$ cat src/rtl/core/rvexu_pkg.sv
package rvexu_pkg;

  localparam logic [2:0] ST_RETIRED = 3'd0;
  localparam logic [2:0] ST_READ    = 3'd1;
  localparam logic [2:0] ST_WRITE   = 3'd2;
  localparam logic [2:0] ST_TRAP    = 3'd3;
  localparam logic [2:0] ST_ILLEGAL = 3'd4;
  localparam logic [2:0] ST_UNEXP   = 3'd5;

  localparam logic [6:0] OP_REG    = 7'h33;
  localparam logic [6:0] OP_IMM    = 7'h13;
  localparam logic [6:0] OP_LOAD   = 7'h03;
  localparam logic [6:0] OP_STORE  = 7'h23;
  localparam logic [6:0] OP_JALR   = 7'h67;
  localparam logic [6:0] OP_AUIPC  = 7'h17;
  localparam logic [6:0] OP_LUI    = 7'h37;
  localparam logic [6:0] OP_JAL    = 7'h6f;
  localparam logic [6:0] OP_BRANCH = 7'h63;
  localparam logic [6:0] OP_SYSTEM = 7'h73;

  localparam logic [6:0] F7_BASE = 7'h00;
  localparam logic [6:0] F7_ALT  = 7'h20;
  localparam logic [6:0] F7_MULDIV = 7'h01;

  // ALU funct3
  localparam logic [2:0] ALU_ADD  = 3'd0;
  localparam logic [2:0] ALU_SLL  = 3'd1;
  localparam logic [2:0] ALU_SLT  = 3'd2;
  localparam logic [2:0] ALU_SLTU = 3'd3;
  localparam logic [2:0] ALU_XOR  = 3'd4;
  localparam logic [2:0] ALU_SR   = 3'd5;
  localparam logic [2:0] ALU_OR   = 3'd6;
  localparam logic [2:0] ALU_AND  = 3'd7;

  // multiply funct3
  localparam logic [2:0] MD_MUL  = 3'd0;
  localparam logic [2:0] MD_MULH = 3'd1;

  // load and store funct3
  localparam logic [2:0] LD_B  = 3'd0;
  localparam logic [2:0] LD_H  = 3'd1;
  localparam logic [2:0] LD_W  = 3'd2;
  localparam logic [2:0] LD_BU = 3'd4;
  localparam logic [2:0] LD_HU = 3'd5;
  localparam logic [2:0] SD_B  = 3'd0;
  localparam logic [2:0] SD_H  = 3'd1;
  localparam logic [2:0] SD_W  = 3'd2;

  // branch funct3
  localparam logic [2:0] BR_EQ  = 3'd0;
  localparam logic [2:0] BR_NE  = 3'd1;
  localparam logic [2:0] BR_LT  = 3'd4;
  localparam logic [2:0] BR_GE  = 3'd5;
  localparam logic [2:0] BR_LTU = 3'd6;
  localparam logic [2:0] BR_GEU = 3'd7;

  localparam logic [2:0] JALR_FN = 3'd0;

  localparam logic [31:0] EBREAK_WORD = 32'h0010_0073;
  localparam logic [4:0]  REG_A0 = 5'd10;
  localparam logic [31:0] RESET_PC = 32'h8000_0000;

  typedef struct packed {
    logic accept;
    logic exec;
    logic div_start;
    logic commit;
  } ctl_t;

  typedef struct packed {
    logic ignore;
    logic is_div;
    logic div_done;
  } sts_t;

endpackage

$ cat src/rtl/core/rvexu_ctrl.sv
module rvexu_ctrl (
  input  logic             clk,
  input  logic             rst,
  input  logic             in_valid,
  output logic             in_ready,
  output logic             out_valid,
  input  logic             out_ready,
  input  rvexu_pkg::sts_t  sts,
  output rvexu_pkg::ctl_t  ctl
);

  typedef enum logic [3:0] {
    S_IDLE = 4'b0001,
    S_EXEC = 4'b0010,
    S_DIV  = 4'b0100,
    S_DONE = 4'b1000
  } state_t;

  state_t state;
  state_t state_next;
  logic   out_free;

  assign out_free = !out_valid || out_ready;
  assign in_ready = (state == S_IDLE);

  always_comb begin
    state_next    = state;
    ctl.accept    = 1'b0;
    ctl.exec      = 1'b0;
    ctl.div_start = 1'b0;
    ctl.commit    = 1'b0;
    unique case (state)
      S_IDLE: begin
        if (in_valid) begin
          ctl.accept = 1'b1;
          state_next = S_EXEC;
        end
      end
      S_EXEC: begin
        ctl.exec = 1'b1;
        if (sts.ignore) begin
          state_next = S_IDLE;
        end else if (sts.is_div) begin
          ctl.div_start = 1'b1;
          state_next    = S_DIV;
        end else begin
          state_next = S_DONE;
        end
      end
      S_DIV: begin
        if (sts.div_done) begin
          state_next = S_DONE;
        end
      end
      S_DONE: begin
        if (out_free) begin
          ctl.commit = 1'b1;
          state_next = S_IDLE;
        end
      end
      default: state_next = S_IDLE;
    endcase
  end

  always_ff @(posedge clk) begin
    if (rst) begin
      state     <= S_IDLE;
      out_valid <= 1'b0;
    end else begin
      state <= state_next;
      if (ctl.commit) begin
        out_valid <= 1'b1;
      end else if (out_ready) begin
        out_valid <= 1'b0;
      end
    end
  end

endmodule

$ cat config.mk
export PLATFORM = sky130hd
export DESIGN_NAME = rvexu_ctrl
export DESIGN_NICKNAME = d
export VERILOG_FILES = /design/src/rtl/core/rvexu_pkg.sv /design/src/rtl/core/rvexu_ctrl.sv
export SDC_FILE = /design/constraint.sdc
export NUM_CORES = 1
export LEC_CHECK = 0
export BUFFER_PORTS_ARGS = -buffer_cell sky130_fd_sc_hd__buf_2
export CAP_MARGIN = 5
export CORE_AREA = 2 2 39 41
export DETAILED_ROUTE_END_ITERATION = 10
export DIE_AREA = 0 0 41 43
export MAX_ROUTING_LAYER = met4
export PLACE_DENSITY = 0.42
export RECOVER_POWER = 25
export SYNTH_ARGS = -nofsm -noshare
export SYNTH_HDL_FRONTEND = slang
export SYNTH_SLANG_ARGS = --single-unit
$ cat constraint.sdc
create_clock -name clk -period 2.8 [get_ports clk]
set_input_delay 0.42 -clock clk [delete_from_list [all_inputs] [get_ports clk]]
set_output_delay 0.42 -clock clk [all_outputs]
set_load 0.05 [all_outputs]
==> impl_metrics.tcl, run 1 <==
set metrics [dict create \
    final_max_slew_viol_count 0 \
    grt_pass1_wl_mm 1.06 \
    synth_edf_count 0 \
    vias 292 \
    die_y_um 43 \
    clkSinkCount 5 \
    viasPerCell 4.56 \
    start_util_pct 21.3 \
    leakage_nw 0.165 \
    cts_max_path_buffers 2 \
    hold_path.class "input port to flip-flop" \
    final_core_util_pct 27.8 \
    post_cts_resized 0 \
    r2r_slack_ns 1.21 \
    post-place-cells 60 \
    worstPathMaxFanout 9 \
    peakVddDrop_mv 0.181 \
    worst-setup-path-type "flip-flop to primary output" \
    status "complete, no violations" \
    hold_viol_final 0 \
    period_minus_slack_ns 2.09 \
    yosysMostFrequentCell "dfxtp_1" \
    synth_nets 41 \
    tns_ns 0 \
    ant_nets 0 \
    required_ns 2.38 \
    cts_root_buffer "clkbuf_4" \
    grt_max_degree 10 \
    finClkSkew_ns 0.00399 \
    cts_tree "built" \
    antenna_cells 0 \
    synthMuxAreaShare_pct 0 \
    cts_buffers 3 \
    start_kind "flip-flop" \
    dp_hpwl_um 481 \
    synth_xor_area_share_pct 2.97 \
    hold_buffers 0 \
    dr.pass1.iters 2 \
    antenna_found_initial 0 \
    cap_violations 0 \
    crit_arrival_ns 1.67 \
    rows 14 \
    path_clk_slew_ns 0.04 \
    powerDensity_mw_per_mm2 537 \
    yosys-top-cells-area "dfxtp_1 (34%), nor4b_1 (5.9%), nor2_1 (5.1%)" \
    ys_types 21 \
    synth-simple-area-share_pct 44.5 \
    worst_pin_slew_ns 0.305 \
    io_pins 13 \
    synth_flop_cell "dfxtp_1" \
    total_power_uw 207 \
    drive_gt1_share_pct 37.5 \
    synth-seq-area-share_pct 33.9 \
    cts-htree-levels 1 \
    setup_viol 0 \
    postCtsSetupBuffers 0 \
    synth-compound-area-share_pct 12.3 \
    layout.cells.non_filler 64 \
    synth_area_um2 295 \
    wl_per_cell_um 9.88 \
    synth_top_area_share_pct 33.9 \
    async_flop_share_pct 0 \
    die_area_mm2 0.00176 \
    drtIter0Drc 2 \
    die_w_um 41 \
    yosysTopAreaCell "dfxtp_1" \
    holdWs_ns 0.406 \
    grt_setup_unrepaired "false" \
    synthAdderAreaFrac_pct 0 \
    synth_warnings 0 \
    core_mm2 0.00138 \
    maxSlewHeadroom_pct 79.7 \
    fmax_ghz 0.479 \
    grt_usage_pct 10.2 \
    clk_latency_ns 0.24 \
    syn_avg_cell_area_um2 8.68 \
    syn_inst 34 \
    area_growth_pct 30.5 \
    finalWirelength_um 632 \
    drc 0 \
    grt_pass1_vias 264 \
    synthTopCellsByCount "dfxtp_1 (5), nor2_1 (4)" \
    final_nets 56 \
    place.port_buffers 12 \
    cp-end-kind "primary output" \
    ys_ff_latch 5 \
    overflow 0 \
    synth_top_family_by_area "simple AND/OR/NAND/NOR gates" \
    fin_crit_sh_pct 74.5 \
    gp_congestion 0.701 \
]
-- layer usage --
layer | up-vias | share of wire (%) | routed length (µm) | global-route usage [%]
met5 | - | 0 | 0 | -
met4 | 0 | 7.0 | 44 | 14.0
met3 | 4 | 6.0 | 38 | 3.14
met2 | 11 | 45 | 285 | 11.3
met1 | 127 | 42 | 264 | 11.6
li1 | 150 | - | - | -
-- registers in the layout, indices dropped and copies added, names as in the netlist --
name,cells
state,4
out_valid,1
-- cells by family after synthesis --
family	count (synthesis)
compound gates	6
xor+xnor	1
buf+inv	2
simple gates	20
flops	5
-- report_power, final --
group	internal (mW)	switching (mW)	total [mW]
registers	0.0745	0.00462	0.0792
clock network	0.0539	0.0296	0.0835
logic	0.0166	0.0275	0.0442
total	0.145	0.0618	0.207
-- stage by stage --
step / cell area [µm²] / setup WS [ns]
after floorplan: 302 / 0.391
after global placement: 363 / 0.987
after detailed placement: 363 / 0.983
after CTS: 389 / 0.716
after global routing: 385 / 0.623
final: 385 / 0.713
-- worst paths after layout --
check | cells after the start | endpoint | from
max reg2reg | 3 | state[0] | state[1]
max | 3 | ctl[0] | state[1]
min reg2reg | 1 | state[2] | state[3]
min | 2 | out_valid | rst
-- final cells by class --
cell class,instances,area [µm²]
clock buffer,4,26.3
fill,162,998
multi-input combinational,27,179
sequential,5,100
tap,16,20.0
timing repair buffer,12,60.1
-- worst max-delay path, stage by stage, from the launching register on --
cell	delay, ns
dfxtp_1	0.38
or4b_1	0.58
and2b_2	0.22
buf_2	0.25
-- cell usage in the layout (no fill, tap or decap), types with 2 or more instances in the layout --
| cell | n |
|---|---|
| nor3b_1 | 2 |
| nor2b_1 | 2 |
| dfxtp_1 | 5 |
| buf_2 | 12 |
| o21ai_0 | 2 |
| clkbuf_4 | 3 |
| a21oi_1 | 2 |
| nand2_1 | 2 |
| nor2_1 | 4 |
Power figures use the tool's default switching activity.
==> inputs of run 2 (changes only) <==
==> constraint.sdc (replaced) <==
create_clock -name clk -period 2.04 [get_ports clk]
set_input_delay 0.306 -clock clk [delete_from_list [all_inputs] [get_ports clk]]
set_output_delay 0.306 -clock clk [all_outputs]
set_load 0.05 [all_outputs]
==> run 2 against run 1 <==
  * Non-clock buffer count stayed put
  * Cell count unchanged
  * Flip-flop and latch count stayed put
  * Global-route usage down 2.0 points
  * Clock skew is 0.0042 ns higher
  * Core utilization down 0.27 points
  * Die area unchanged
  * Final area is 0.97% lower
  * Register-to-register slack got worse by 0.75 ns
  * Sequential share of layout area up 0.26 points
  * Critical path depth unchanged
  * Critical path type unchanged
  * Critical endpoint unchanged
  * Largest power group unchanged
  * Highest routed layer unchanged
==> impl_metrics.tcl, run 2 (synthesis gave the netlist of run 1 again) <==
set metrics [dict create \
    status "complete, no violations" \
    dr.pass1.iters 2 \
    period_minus_slack_ns 1.95 \
    ant_nets 0 \
    gp_congestion 0.692 \
    worst-setup-path-type "flip-flop to primary output" \
    wl_per_cell_um 10.2 \
    postCtsSetupBuffers 0 \
    fmax_ghz 0.512 \
    grt_usage_pct 8.21 \
    maxSlewHeadroom_pct 60.9 \
    leakage_nw 0.159 \
    drc 0 \
    die_w_um 41 \
    largest_register_ff_count 4 \
    grt_pass1_vias 239 \
    cts_max_path_buffers 2 \
    worst_pin_slew_ns 0.590 \
    clk_latency_ns 0.25 \
    hold_viol_final 0 \
    finClkSkew_ns 0.00821 \
    holdWs_ns 0.284 \
    total_power_uw 285 \
    layout_commonest_cell "buf_2" \
    die_y_um 43 \
    peakVddDrop_mv 0.185 \
    cts_tree "built" \
    cp-end-kind "primary output" \
    cts_buffers 3 \
    vias 286 \
    cts-htree-levels 1 \
    cts_root_buffer "clkbuf_4" \
    viasPerCell 4.47 \
    clkSinkCount 5 \
    setup_viol 0 \
    place.port_buffers 12 \
    startpoint "state[1]" \
    antenna_found_initial 0 \
    area_growth_pct 29.2 \
    final_nets 56 \
    hold_buffers 0 \
    drtIter0Drc 5 \
    die_area_mm2 0.00176 \
    layout_common_cells "buf_2 (11), dfxtp_1 (5), nor2_1 (4)" \
    finalWirelength_um 652 \
    grt_setup_unrepaired "false" \
    fin_crit_sh_pct 95.7 \
    io_pins 13 \
    reg2reg_from "state[1]" \
    drive_gt1_share_pct 35.4 \
    hold_path_startpoint "rst" \
    grt_pass1_wl_um 897 \
    post_cts_resized 0 \
    required_ns 1.73 \
    hold_path.class "input port to flip-flop" \
    top_regs "state: 4 flops, out_valid: 1 flops" \
    path_clk_slew_ns 0.05 \
    powerDensity_mw_per_mm2 746 \
    cap_violations 0 \
    start_kind "flip-flop" \
    rows 14 \
    largest_register "state" \
    worstPathMaxFanout 9 \
    start_util_pct 21.3 \
    fillers 164 \
    tns_ns 0 \
    core_mm2 0.00138 \
    grt_max_degree 10 \
    overflow 0 \
    crit_arrival_ns 1.65 \
    antenna_cells 0 \
    final_max_slew_viol_count 0 \
]
run 2: power breakdown:
| part | internal, mW | switching [mW] | total, mW |
|---|---|---|---|
| combinational | 0.0216 | 0.0378 | 0.0594 |
| sequential | 0.102 | 0.00688 | 0.109 |
| clock | 0.0741 | 0.0421 | 0.116 |
run 2: per-layer routing:
metal | vias to the layer above | wire length [µm] | GRT usage (%)
li1 | 151 | - | -
met1 | 122 | 308 | 9.90
met2 | 11 | 277 | 9.69
met3 | 2 | 49 | 1.57
met4 | 0 | 17 | 10.0
met5 | - | 0 | -
run 2: final timing paths:
path	to	slack, ns	depth (start not counted)
min reg2reg	state[2]	0.50	1
min	state[1]	0.28	2
max	ctl[0]	0.09	3
max reg2reg	state[0]	0.46	3
run 2: critical path, stage by stage, from the launching register on:
cell     delay (ns)
dfxtp_1        0.37
or4b_4         0.56
and2b_2        0.21
buf_2          0.25
run 2: per-stage QoR:
stage	worst slack (ns)	instances	util, %	area (µm²)
finish	0.0884	64	27.6	382
global route	0.0366	64	27.6	382
CTS	0.0482	64	28.8	398
detailed placement	0.327	60	26.9	372
global placement	0.324	60	26.9	372
floorplan	0.0972	34	-	310
run 2: final cells by class:
class	instances	area (µm²)	area share, %
timing repair buffer	12	58.8	15.4
clock buffer	4	26.3	6.89
sequential	5	100	26.2
multi-input combinational	27	176	46.2
tap	16	20.0	5.25
